`src/rtl/core/q24_div.sv`:
```
// pipelined signed divider, one quotient bit per stage
`timescale 1ns / 1ps
module q24_div #(
    parameter int DATA_WIDTH = 32,
    parameter int FRAC_BITS  = 8
) (
    input  logic                  aclk,
    input  logic                  en,
    input  logic [DATA_WIDTH-1:0] a,
    input  logic [DATA_WIDTH-1:0] b,
    output logic [DATA_WIDTH-1:0] q
);
    localparam int W = DATA_WIDTH;

    logic [W-1:0] half, n, nmag, dmag;
    logic         neg;

    // prep stage: scaled dividend plus rounding half, magnitudes
    logic [W-1:0] nm_reg [W+1];
    logic [W-1:0] rem_reg [W+1];
    logic [W-1:0] dm_reg [W+1];
    logic         ng_reg [W+1];
    logic [W-1:0] q_reg;

    always_comb begin
        half = b[W-1] ? (W'(0) - ((W'(0) - b) >> 1)) : (b >> 1);
        n    = (a << FRAC_BITS) + half;
        nmag = n[W-1] ? (W'(0) - n) : n;
        dmag = b[W-1] ? (W'(0) - b) : b;
        neg  = n[W-1] ^ b[W-1];
    end

    always_ff @(posedge aclk) begin
        if (en) begin
            nm_reg[0]  <= nmag;
            rem_reg[0] <= '0;
            dm_reg[0]  <= dmag;
            ng_reg[0]  <= neg;
        end
    end

    // restoring step: nm shifts out the dividend and in the quotient
    for (genvar i = 0; i < W; i++) begin : g_step
        logic [W:0] trial;
        always_comb begin
            trial = {rem_reg[i], nm_reg[i][W-1]} - {1'b0, dm_reg[i]};
        end
        always_ff @(posedge aclk) begin
            if (en) begin
                rem_reg[i+1] <= trial[W] ? {rem_reg[i][W-2:0], nm_reg[i][W-1]}
                                         : trial[W-1:0];
                nm_reg[i+1]  <= {nm_reg[i][W-2:0], ~trial[W]};
                dm_reg[i+1]  <= dm_reg[i];
                ng_reg[i+1]  <= ng_reg[i];
            end
        end
    end

    always_ff @(posedge aclk) begin
        if (en) begin
            q_reg <= ng_reg[W] ? (W'(0) - nm_reg[W]) : nm_reg[W];
        end
    end

    assign q = q_reg;
endmodule

```
`config.mk`:
```
export PLATFORM = sky130hd
export DESIGN_NAME = q24_div
export DESIGN_NICKNAME = d
export VERILOG_FILES = /design/src/rtl/core/q24_div.sv
export SDC_FILE = /design/constraint.sdc
export NUM_CORES = 2
export LEC_CHECK = 0
export BUFFER_PORTS_ARGS = -buffer_cell sky130_fd_sc_hd__clkbuf_2
export CORE_ASPECT_RATIO = 1.2
export CORE_MARGIN = 2
export CORE_UTILIZATION = 50
export DETAILED_ROUTE_END_ITERATION = 10
export PLACE_DENSITY = 0.72
export SLEW_MARGIN = 10
export SYNTH_ARGS = -nofsm -noshare
export SYNTH_HDL_FRONTEND = slang
export SYNTH_SLANG_ARGS = --single-unit
```
`constraint.sdc`:
```
create_clock -name aclk -period 9 [get_ports aclk]
set_input_delay 0.9 -clock aclk [delete_from_list [all_inputs] [get_ports aclk]]
set_output_delay 0.9 -clock aclk [all_outputs]
set_load 0.1 [all_outputs]
```
==> metrics.txt <==
status complete, no violations; half-perimeter wire length after placement 231700 um; IO Pins 98; Register Area about 0.093 sq mm; top_reg_cell synth edfxtp_1; FF+latch count, synth 3105; area taken by multi-input logic gates 0.06032 sq mm; yosys warns 0; # DRC 0; Yosys cell types 84; Final Max Tran Viols 0; Worst EP arrival 7.48 ns; CP peak stage delay 0.63 ns; worst-path maximum fanout 11; maximum VDD drop 0.0002413 V; clock skew 0.09487 ns; global-route wire length before repair 498000 um; async set-reset flop share out of synthesis 0%; most common cell after layout, fill and taps aside edfxtp_1; post-synthesis sequential area ratio roughly three fifths; max reg flops 1055; Pre-Repair DR Iteration Count 6; vias in the first global route between 90000 and 100k; row count 226; Slowest-stage cell, CP xor2_2; # hold bufs at CTS 0; maximum clock path buffer count 4; crit path to nm_reg[0][6]; Final GP Congestion 0.8922; placed instance count 16480; Chip Height 621.2 um; period utilization 76.66%; CP endpoint kind flop; PD cells 364.6 mW/mm^2; largest net degree at the start of global routing 178; Req. time, crit path about 9.6 ns; reg2reg path depth 16; Critical R2R Capture rem_reg[0][648]; Syn Std Cell Area 0.1587 sq mm; TNS Setup 0 ns; Num CTS Buffers 321; post-synth top area cell edfxtp_1; max capacitance violation total 0; Root Driver clkbuf_16; clock slew at reported path FFs 0.06 ns; wire length per cell 18.40 um; dominant delay contributor by cell family on the critical path compound AO/OA/AOI/OAI gates; Post-synth EDFFs 3105; postcts setup bufs 0; Worst Hold Class flop to flop; Iter 0 DRT Violations around 5000; Clock Sinks 3105; Final #Nets between 10000 and 15000; crit path from b[0]; final wirelength between 300000 and 400000 um; Die Area 0.3220 sq mm; max frequency approximately 140 MHz; critical path class input port to flop; Avg Vias per Cell 5.492; Avg Inst Size Synth about 13 sq um; initial antenna violation count 4; clk_lat worst skew 0.90 ns; fill count 25300; Crit Reg-Reg Startpoint nm_reg[0][639]; total grt overflow 0; die outline width 518.3 um; largest cells by area after synthesis edfxtp_1 (59%), ha_1 (8.1%), mux2_2 (6.3%); total power about 0.064 W; Final min period 6.899 ns; GRT Overall Usage 19.17%; H-tree Lvls 5; Worst R2R Setup Slack ~3.3 ns; Final ANT Viol Nets 0; RSZ-0062 raised after global routing false; Crit path depth 25; Pleak 69.85 nW; Startpoint Class input port; cts repair resizes 0; core area 0.3159 sq mm; most frequent cells in the layout edfxtp_1 (3105), inv_1 (1261), ha_1 (1023); final setup vio count 0; Starting Density around 50%; vias around 94000; Synth top area share approximately three fifths; TritonCTS clock tree yes; share of layout cells above drive strength 1 12.52%; Worst Path Buf+Inv 4; Core Util, Final 55.46%; Port Buf Inserts 89; Worst-Margin Slew 1.404 ns; Area Overhead vs Synth 10.37%; Non-Filler Instances 17060; Final Hold Vio Count 0; Mapped Cells 12250; Slew HR under 10%
==> kinds of logic after synthesis <==
| family | after synthesis | share of synthesized area, % |
|---|---|---|
| flip-flops | 3105 | 58.75 |
| AO/OA/AOI/OAI | 2718 | 11.06 |
| AND/OR/NAND/NOR | 2007 | 6.261 |
| buffers and inverters | 1455 | 3.450 |
| adder cells (fa/ha/maj) | 1054 | 8.456 |
| multiplexers | 969 | 6.806 |
| XOR/XNOR | 944 | 5.219 |
| other | 1 | 0.002363 |
==> synthesized netlist by cell type, types with 16 or more instances <==
cell type,count
edfxtp_1,3105
inv_1,1262
ha_1,1023
mux2_2,881
a21oi_1,812
xnor2_1,620
nor2_1,516
o21ai_0,505
a21o_1,498
nand2_1,468
xor2_1,322
clkbuf_1,180
nand3_1,167
nand2b_1,153
nor2b_1,133
o21a_1,133
nor3_1,121
o21bai_1,114
nand4_1,97
a31oi_1,89
mux2i_1,88
and3_1,79
a211oi_1,67
o31ai_1,60
and2_1,56
or3_1,52
a21boi_0,46
o211ai_1,44
nor4_1,38
a2111oi_0,34
fa_1,31
or4_1,28
or2_2,27
a31o_2,26
o2111a_1,24
a221oi_1,22
o31a_1,20
a41oi_1,19
nand3b_1,19
a311oi_1,17
and4_1,17
a221o_1,16
a41o_1,16
==> stage by stage <==
stage	setup WS [ns]	hold WS, ns	cell area, sq um
floorplan	2.000	0.4003	158800
finish	2.101	0.3883	175200
detailed placement	1.169	0.4045	164900
global placement	1.022	0.4001	164900
CTS	2.083	0.3277	175100
global route	1.497	0.3707	175200
==> report_power, final <==
group / internal, W / switching, W
logic: 0.0136 / 0.0147
clock network: 0.00754 / 0.00548
registers: 0.0210 / 0.00164
==> layout make-up <==
class	instances	share of cell area [%]
Timing Repair Buffer	182	0.7400
Clock inverter	179	1.053
Tap cell	4218	3.013
Inverter	1263	2.706
Clock buffer	395	4.805
Multi-Input combinational cell	7707	34.44
Antenna cell	14	0.02000
Sequential cell	3105	53.23
==> worst min-delay path by stage <==
stage                         startpoint        endpoint  depth (start not counted)
final                     nm_reg[0][480]  nm_reg[0][513]                          0
after global routing                b[0]    dm_reg[0][0]                          1
after CTS                           b[0]    dm_reg[0][0]                          1
after detailed placement   ng_reg[0][30]   ng_reg[0][31]                          0
after global placement    nm_reg[0][525]  nm_reg[0][558]                          0
after floorplan             ng_reg[0][9]   ng_reg[0][10]                          0
==> per-layer routing <==
layer  vias to the layer above  wire (um)  track usage [%]  share of wire, %
met5                         -          0                0                 0
met2                      1431     180400            39.22                57
met3                       762       8314            2.274               2.6
li1                      46230          -                -                 -
met1                     45290     104700            17.54                33
met4                         0      20570            11.48               6.6
No activity file was read; power rests on OpenSTA's default activity.
