[config.mk]
export PLATFORM = sky130hd
export DESIGN_NAME = q24_mul
export DESIGN_NICKNAME = d
export VERILOG_FILES = /design/src/rtl/core/q24_mul.sv
export SDC_FILE = /design/constraint.sdc
export NUM_CORES = 1
export LEC_CHECK = 0
export BUFFER_PORTS_ARGS = -buffer_cell sky130_fd_sc_hd__buf_2
export CAP_MARGIN = 20
export CORE_ASPECT_RATIO = 0.5
export CORE_MARGIN = 3
export CORE_UTILIZATION = 45
export DETAILED_ROUTE_END_ITERATION = 10
export GPL_TIMING_DRIVEN = 0
export SLEW_MARGIN = 10
export SYNTH_ARGS = -nofsm -noshare
export SYNTH_HDL_FRONTEND = slang
export SYNTH_SLANG_ARGS = --single-unit
export TNS_END_PERCENT = 5
[constraint.sdc]
create_clock -name aclk -period 7 [get_ports aclk]
set_input_delay 1.05 -clock aclk [delete_from_list [all_inputs] [get_ports aclk]]
set_output_delay 1.05 -clock aclk [all_outputs]
set_load 0.01 [all_outputs]
[src/rtl/core/q24_mul.sv]
// pipelined wrapping fixed-point multiplier, two register stages
`timescale 1ns / 1ps
module q24_mul #(
    parameter int DATA_WIDTH = 32,
    parameter int FRAC_BITS  = 8
) (
    input  logic                  aclk,
    input  logic                  en,
    input  logic [DATA_WIDTH-1:0] a,
    input  logic [DATA_WIDTH-1:0] b,
    output logic [DATA_WIDTH-1:0] p
);
    localparam int HW = DATA_WIDTH / 2;
    localparam int LW = DATA_WIDTH - HW;

    // low half of the product only: three partial products
    logic [DATA_WIDTH-1:0] ll_reg, lh_reg, hl_reg;
    logic [DATA_WIDTH-1:0] sum;
    logic [DATA_WIDTH-1:0] rnd;
    logic [DATA_WIDTH-1:0] p_reg;

    always_ff @(posedge aclk) begin
        if (en) begin
            ll_reg <= DATA_WIDTH'(a[LW-1:0]) * DATA_WIDTH'(b[LW-1:0]);
            lh_reg <= DATA_WIDTH'(a[LW-1:0]) * DATA_WIDTH'(b[DATA_WIDTH-1:LW]);
            hl_reg <= DATA_WIDTH'(a[DATA_WIDTH-1:LW]) * DATA_WIDTH'(b[LW-1:0]);
        end
    end

    always_comb begin
        sum = ll_reg + ((lh_reg + hl_reg) << LW);
        rnd = sum + (DATA_WIDTH'(1) << (FRAC_BITS - 1));
    end

    always_ff @(posedge aclk) begin
        if (en) begin
            p_reg <= DATA_WIDTH'($signed(rnd) >>> FRAC_BITS);
        end
    end

    assign p = p_reg;
endmodule

==> impl_results.md, run 1 <==
* Starting Density at 0.464
* CTS tree: done
* Largest net degree at the start of global routing at 61
* P&R area growth vs syn at 13.1%
* CTS Buf Count at 9
* Min-Delay Path Class: register to register
* Final Hold Slack at 0.593 ns
* Largest stage delay, worst path at between 0.5 and 0.6 ns
* Skew-Pair Late Insertion Delay at 0.34 ns
* Final Critical Period at 6.91 ns
* Worst Path Max Fanout at 9
* Pre-CTS worst setup slack at -1.95 ns
* Status: finished clean
* Clock Pin Slew Worst Setup and Hold Paths at ~0.060 ns
* Critical path's slowest cell: fa_1
* Antenna violations before repair at 6
* GRT Util Overall at 0.248
* Vias at between 10,000 and 15,000
* Syn. warnings at 0
* First-pass GRT wire length at 86.8 mm
* Final setup vio count at 0
* Fill cells at 4,003
* Worst path cell trace: buf_12, clkbuf_16, and2_4, fa_1, inv_2, fa_1, fa_1, fa_1, inv_1, fa_1, inv_2, fa_1, inv_2, ha_4, and3_4, o211ai_1, o22ai_2, o2111ai_4, buf_6, a211o_4, o21ai_4, and2_4, o21ai_2, a22oi_2
* GRT Residual Overflow at 0
* Drt via density at 5.11
* Port Buffers at 88
* Post-synth top area cell: fa_1
* Die H at 155 microns
* Rel. slew slack at 0.494
* Share of cells above drive strength 1 at 0.105
* H-tree depth at 3
* Final cycle utilization of the critical path at 0.987
* Placement Rows at 53
* Drt initial violations at between 1,000 and 1,500
* Fin worst setup slack at 0.0918 ns
* Syn_area_per_cell at 9.17 sq um
* Clk buf depth at 2
* Highest Clock Rate at about 140 MHz
* Post-synth EDFFs at 81
* Routing usage on met2 at 0.398
* Die area at roughly 47,000 sq um
* Final Hold Viols at 0
* Largest cells by area after synthesis: fa_1 36%, ha_1 14%, edfxtp_1 12%
* Clock sink total at 81
* Area share of the largest cell type after synthesis at 0.357
* GRT Max-Usage Layer: met2
* Die X at slightly above 300 microns
* Final RePlAce weighted congestion at 0.921
* Final #Nets at 2,926
* Most frequent cell after synthesis: inv_1
* Max-cap violations at 0
* CP endpoint kind: register
* Syn Nets at 2,816
* Slew of the pin with the lowest slew margin at roughly 0.76 ns
* Core ar. at 42,800 sq um
* Root buffer cell: clkbuf_16
* Ys flop type: edfxtp_1
* Most used cell, CP: fa_1
* RSZ-0062 raised after global routing: true
* Most common library cells after synthesis: 487 x inv_1, 354 x fa_1, 329 x nand2_1, 230 x ha_1, 212 x and2_1
* Largest register FFs at 25
* Mapped Cells at 2,166
* Critical path startpoint category: input pin
* Final WL at 56.3 mm
* Synth unique cells at 56
* Worst path required time at 7.08 ns
* Yosys reg bits at 81
* Seq/Total Area, Yosys at 0.122
* Finished Cell Area at about 22,000 sq um
* Remaining DRCs at 0
* Final Skew at approximately 0.016 ns
* Post-DP HPWL at around 47 mm
* Setup CP Type: input pin to register
* Mapped cell area at ~20,000 sq um
* Global-route met3 utilization at 0.0829
* Post-DRT Antenna Nets at 0
* Number of global-route vias before repair at 15,200
* WP data arrival at 6.99 ns
* Placed Area at 21,100 sq um
* Num ports at 98
* Slew Limit Fails at 0
* Asr flop ratio synth at 0
* Wire per inst at 19.7 microns
* Met1 Track Usage GR at 0.324
* First-pass DRT Iterations at 5
-- logic make-up after synthesis --
family,Yosys count,share of synthesized area
adder cells (fa/ha/maj),584,0.502
XOR/XNOR,141,0.0622
flip-flops,81,0.122
AO/OA/AOI/OAI,128,0.0451
AND/OR/NAND/NOR,649,0.157
buffers and inverters,583,0.112
-- area by class of cell --
| class | instances | area (sq um) | share of cell area |
|---|---|---|---|
| multi-input cells | 1502 | 15500 | 0.691 |
| clock inverters | 6 | 75.1 | 0.00334 |
| diodes | 1 | 2.50 | 0.000111 |
| well taps | 577 | 722 | 0.0321 |
| plain buffers | 90 | 992 | 0.0442 |
| inverters | 487 | 1830 | 0.0814 |
| clock buffers | 10 | 229 | 0.0102 |
| repair buffers | 105 | 671 | 0.0299 |
| flip-flops and latches | 81 | 2430 | 0.108 |
-- per-stage QoR --
stage	instances	TNS, ns	utilization
after CTS	2853	-0.00567	0.521
after detailed placement	2832	-22.30	0.492
final	2859	0	0.525
after global routing	2858	-0.677	0.525
after floorplan	2166	0	-
after global placement	2831	-21.02	0.492
-- cells in the final DEF, fill, tap and decap left out, types with 23 or more instances in the layout --
cell type / instances
buf_2: 74
inv_1: 484
a21oi_1: 30
ha_1: 224
buf_4: 32
clkbuf_16: 23
nor2_1: 46
clkbuf_1: 23
xnor2_1: 103
edfxtp_1: 81
nand2_1: 328
and2_1: 209
xor2_1: 31
fa_1: 350
-- path summary, 6_finish.rpt --
| kind | from | endpoint | slack (ns) | cells after the start |
|---|---|---|---|---|
| max | a[6] | ll_reg[26]$_DFFE_PP_ | 0.09 | 24 |
| min | ll_reg[14]$_DFFE_PP_ | p[6]$_DFFE_PP_ | 0.59 | 1 |
| max reg2reg | lh_reg[0]$_DFFE_PP_ | p[23]$_DFFE_PP_ | 2.53 | 20 |
| min reg2reg | ll_reg[14]$_DFFE_PP_ | p[6]$_DFFE_PP_ | 0.59 | 1 |
-- metal layers --
layer / vias up / wire length [microns]
met5: - / 12
met2: 514 / 25200
li1: 6710 / -
met3: 71 / 6540
met4: 2 / 1240
met1: 7312 / 23300
-- worst max-delay path, delay by kind of cell --
kind | cells | cell delay [ns]
buffers and inverters | 7 | 0.65
AND/OR/NAND/NOR | 3 | 0.48
AO/OA/AOI/OAI | 7 | 1.47
adder cells (fa/ha/maj) | 7 | 3.33
-- timing repair --
action,4_1_cts,5_1_grt
setup buffers,10,6
pin swaps,21,26
endpoints found under the setup margin,16,11
cloned,0,0
resized for setup,208,52
hold buffers,0,0
Power of run 1 is not shown: default switching activity piles up to over one toggle a cycle in this logic, so the estimate is an artifact.
==> inputs of run 2 (changes only) <==
--- a/config.mk
+++ b/config.mk
@@ -8,7 +8,6 @@
 export BUFFER_PORTS_ARGS = -buffer_cell sky130_fd_sc_hd__buf_2
 export CAP_MARGIN = 20
 export CORE_ASPECT_RATIO = 0.5
-export CORE_MARGIN = 3
 export CORE_UTILIZATION = 45
 export DETAILED_ROUTE_END_ITERATION = 10
 export GPL_TIMING_DRIVEN = 0
==> run 2 against run 1 <==
Final cell count is 0.49% higher. Die area is 3.9% lower. Sequential cell count stayed put. Wire length is 1.1% lower. Sequential share of layout area is 0.056 points lower. Clock skew is 0.0061 ns lower. Global-route usage is 0.80 points higher. Clock-buffer cell count is 1 lower. Register-to-register slack worse by 0.06 ns.
==> impl_results.md, run 2 (synthesis gave the netlist of run 1 again) <==
* Final Hold Viols at 0
* Die H at ~150 microns
* Final Skew at 0.00988 ns
* Slew Limit Fails at 0
* Placement Rows at 53
* Die area at 45,000 sq um
* Remaining DRCs at 0
* Post-DRT Antenna Nets at 0
* Rel. slew slack at 0.427
* Clock Pin Slew Worst Setup and Hold Paths at around 0.070 ns
* WP data arrival at between 6 and 7 ns
* Worst path cell trace: buf_6, clkbuf_16, and2_1, fa_1, inv_1, fa_1, fa_1, fa_1, inv_1, fa_1, inv_1, fa_1, inv_1, ha_4, and3_4, o211ai_1, o22ai_2, o2111ai_4, a211o_1, buf_4, xnor2_1
* GRT Util Overall at 0.256
* Clock sink total at 81
* First-pass GRT wire length at approximately 85 mm
* Commonest non-fill, non-tap cell in the layout: inv_1
* Root buffer cell: clkbuf_16
* Setup CP Type: input pin to register
* Die X at approximately 300 microns
* Final WL at 55.7 mm
* Num ports at 98
* Highest Clock Rate at around 140 MHz
* P&R area growth vs syn at 13.7%
* Critical path startpoint category: input pin
* Share of cells above drive strength 1 at 0.110
* CP delay by family, top: adder cells
* Final #Nets at 2,939
* Wire per inst at 19.4 microns
* Max-cap violations at 0
* Drt initial violations at between 900 and 1,000
* Starting Density at 0.464
* Final Hold Slack at about 0.6 ns
* Status: finished clean
* GRT Residual Overflow at 0
* RSZ-0062 raised after global routing: true
* Number of global-route vias before repair at 14,700
* Largest net degree at the start of global routing at 61
* Critical path's slowest cell: xnor2_1
* Most frequent cells in the layout: 485 x inv_1, 350 x fa_1, 327 x nand2_1, 225 x ha_1, 208 x and2_1
* Skew-Pair Late Insertion Delay at 0.35 ns
* Final cycle utilization of the critical path at 0.985
* CP endpoint kind: register
* Fill cells at about 4,000
* CTS tree: done
* CTS Buf Count at 9
* Worst path required time at 7.03 ns
* Final RePlAce weighted congestion at 0.934
* H-tree depth at 3
* Worst Path Max Fanout at 8
* Clk buf depth at 2
* Port Buffers at 88
* Vias at 14,800
* First-pass DRT Iterations at 5
* Post-DP HPWL at 46.2 mm
* Largest stage delay, worst path at 0.66 ns
* Most used cell, CP: fa_1
* CTS Hold Buffers Added at 0
* Antenna violations before repair at 9
* Drt via density at 5.14
* Crit path buffers/inverters at 7
* Final setup vio count at 0
* Slew of the pin with the lowest slew margin at 0.853 ns
* Core ar. at around 43,000 sq um
* Final Critical Period at 6.90 ns
* Min-Delay Path Class: register to register
* Largest register FFs at 25
run 2: stage by stage:
step                std cells  area [sq um]  setup WS [ns]  setup TNS (ns)   util
CTS                      2851         22200     0.00000799               0  0.519
global placement         2831         21000          -1.98          -21.99  0.492
detailed placement       2832         21100          -2.03          -22.23  0.492
global route             2871         22600        -0.0744          -0.109  0.528
floorplan                2166         19900          0.196               0      -
finish                   2873         22600          0.102               0  0.528
run 2: final timing paths:
path / from / end / slack, ns / cells past startpoint
max: a[6] / ll_reg[21]$_DFFE_PP_ / 0.10 / 21
min reg2reg: ll_reg[14]$_DFFE_PP_ / p[6]$_DFFE_PP_ / 0.60 / 1
max reg2reg: lh_reg[0]$_DFFE_PP_ / p[23]$_DFFE_PP_ / 2.47 / 20
min: ll_reg[14]$_DFFE_PP_ / p[6]$_DFFE_PP_ / 0.60 / 1
run 2: per-layer routing:
metal | up-vias | track usage | wire length [microns]
li1 | 6753 | - | -
met1 | 7425 | 0.358 | 24300
met2 | 498 | 0.404 | 24400
met3 | 85 | 0.0534 | 5390
met4 | 0 | 0.0704 | 1560
met5 | - | 0 | 0
run 2: timing repair:
item                       in CTS  in global routing
setup endpoints to repair      15                  9
setup buffers                   8                 21
pin swaps                      14                 25
gates resized for setup       200                 82
run 2: layout make-up:
type	instances	area, sq um	area share
timing repair buffer	118	793	0.0351
buffer	90	1030	0.0457
clock inverter	7	62.6	0.00277
antenna	2	5.00	0.000222
multi-input combinational	1502	15500	0.686
inverter	487	1830	0.0810
clock buffer	9	225	0.00997
tap	577	722	0.0320
sequential	81	2430	0.108
Power of run 2 is left out for the same reason.
==> inputs of run 3 (changes only) <==
--- a/config.mk
+++ b/config.mk
@@ -9,6 +9,7 @@
 export CAP_MARGIN = 20
 export CORE_ASPECT_RATIO = 0.5
 export CORE_UTILIZATION = 45
+export CTS_BUF_LIST = sky130_fd_sc_hd__clkbuf_4
 export DETAILED_ROUTE_END_ITERATION = 10
 export GPL_TIMING_DRIVEN = 0
 export SLEW_MARGIN = 10
==> run 3 against run 2 <==
Largest cell class unchanged. Final area down 2.2%. Worst setup slack got worse by 0.0086 ns. Final cell count shrank 0.38%. Clock skew up 0.017 ns.
==> impl_results.md, run 3 (synthesis gave the netlist of run 1 again) <==
* Clock sink total at just over 80
* R2R cell count at 20
* Crit path buffers/inverters at 5
* Number of global-route vias before repair at approximately 15,000
* Num ports at 98
* Final Critical Period at 6.91 ns
* Worst path required time at 7.17 ns
* Clk buf depth at 2
* Final setup vio count at 0
* GRT Util Overall at 0.255
* Placement Rows at 53
* Largest stage delay, worst path at 0.55 ns
* Highest Clock Rate at 145 MHz
* CTS tree: done
* Core ar. at 42,800 sq um
* Wire per inst at 19.4 microns
* CP endpoint kind: register
* Starting Density at 0.464
* H-tree depth at 3
* Min-Delay Path Class: register to register
* Final RePlAce weighted congestion at 0.934
* Setup CP Type: input pin to register
* Post-DP HPWL at 46.2 mm
* Skew-Pair Late Insertion Delay at 0.47 ns
* Remaining DRCs at 0
* Final #Nets at just under 3,000
* Port Buffers at 88
* Final Hold Viols at 0
* Top layer in use: met5
* Metal-1 WL at about 25 mm
* Fill cells at just over 4,000
* Rel. slew slack at 0.450
* WHS Path Cells at 1
* Vias at 14,700
* Drt initial violations at about 1,100
* Critical path's slowest cell: fa_1
* Most used cell, CP: fa_1
* Die X at 299 microns
* Slew of the pin with the lowest slew margin at 0.819 ns
* Worst Path Max Fanout at 10
* Share of cells above drive strength 1 at 0.102
* GRT Residual Overflow at 0
* WP data arrival at 7.07 ns
* Worst path cell trace: buf_4, buf_8, nand2_1, fa_1, fa_1, inv_1, fa_1, fa_1, fa_1, inv_1, fa_1, inv_1, ha_4, a211oi_2, nand2_1, o2111ai_4, o21ai_4, a221oi_4, o21ai_4, o41ai_4, xnor2_4
* Final WL at ~56 mm
* Die H at around 150 microns
* CP delay by family, top: adder cells
* CTS Buf Count at 9
* Root buffer cell: clkbuf_4
* Setup TNS at 0 ns
* Multi-input gate area at 15,500 sq um
* First-pass GRT wire length at 85.1 mm
* Most frequent cells in the layout: 486 x inv_1, 351 x fa_1, 329 x nand2_1, 225 x ha_1, 211 x and2_1
* Slew Limit Fails at 0
* First-pass DRT Iterations at 5
* Met3 wire len at 5.04 mm
* Largest net degree at the start of global routing at roughly 60
* Post-DRT Antenna Nets at 0
* Status: finished clean
* Final Skew at about 0.027 ns
* Drt via density at between 5 and 6
* Met2 WL at 24.5 mm
* Antenna violations before repair at 10
* Critical path startpoint category: input pin
* Largest register FFs at 25
* Final cycle utilization of the critical path at 0.987
* Clock Pin Slew Worst Setup and Hold Paths at 0.16 ns
* P&R area growth vs syn at 11.2%
* Max-cap violations at 0
* Die area at 45,000 sq um
* Levels on crit path at 21
* Storage cell area at 2430 sq um
* Commonest non-fill, non-tap cell in the layout: inv_1
==> run 3: repair_timing <==
item,in CTS,in global routing
pin swaps,4,22
setup buffers,1,17
setup endpoints to repair,13,10
hold buffers,0,0
resized for setup,79,253
gates cloned,0,1
==> run 3: worst paths after layout <==
kind / from / end / slack, ns
max reg2reg: lh_reg[0]$_DFFE_PP_ / p[23]$_DFFE_PP_ / 2.48
max: a[13] / ll_reg[31]$_DFFE_PP_ / 0.09
min: ll_reg[7]$_DFFE_PP_ / p[0]$_DFFE_PP_ / 0.61
min reg2reg: ll_reg[7]$_DFFE_PP_ / p[0]$_DFFE_PP_ / 0.61
==> run 3: final cells by class <==
cell class,instances,area share
inverter,487,0.0828
tap,577,0.0327
multi-input combinational,1502,0.700
antenna,2,0.000227
buffer,89,0.0360
clock buffer,9,0.00306
timing repair buffer,108,0.0318
clock inverter,7,0.00283
sequential,81,0.110
==> run 3: routing by layer <==
layer | track usage | vias up
li1 | - | 6731
met4 | 0.0556 | 2
met2 | 0.405 | 493
met5 | 0 | -
met1 | 0.359 | 7433
met3 | 0.0512 | 69
==> run 3: per-stage QoR <==
stage | area (sq um) | util | hold WS, ns | setup slack [ns] | cells
after global placement | 21000 | 0.492 | 0.574 | -1.98 | 2831
after detailed placement | 21100 | 0.492 | 0.581 | -2.03 | 2832
after global routing | 22100 | 0.516 | 0.609 | -0.0572 | 2861
final | 22100 | 0.516 | 0.611 | 0.0939 | 2862
after floorplan | 19900 | - | 0.551 | 0.196 | 2166
after CTS | 21400 | 0.501 | 0.608 | -0.0870 | 2844
Power of run 3 is left out for the same reason.
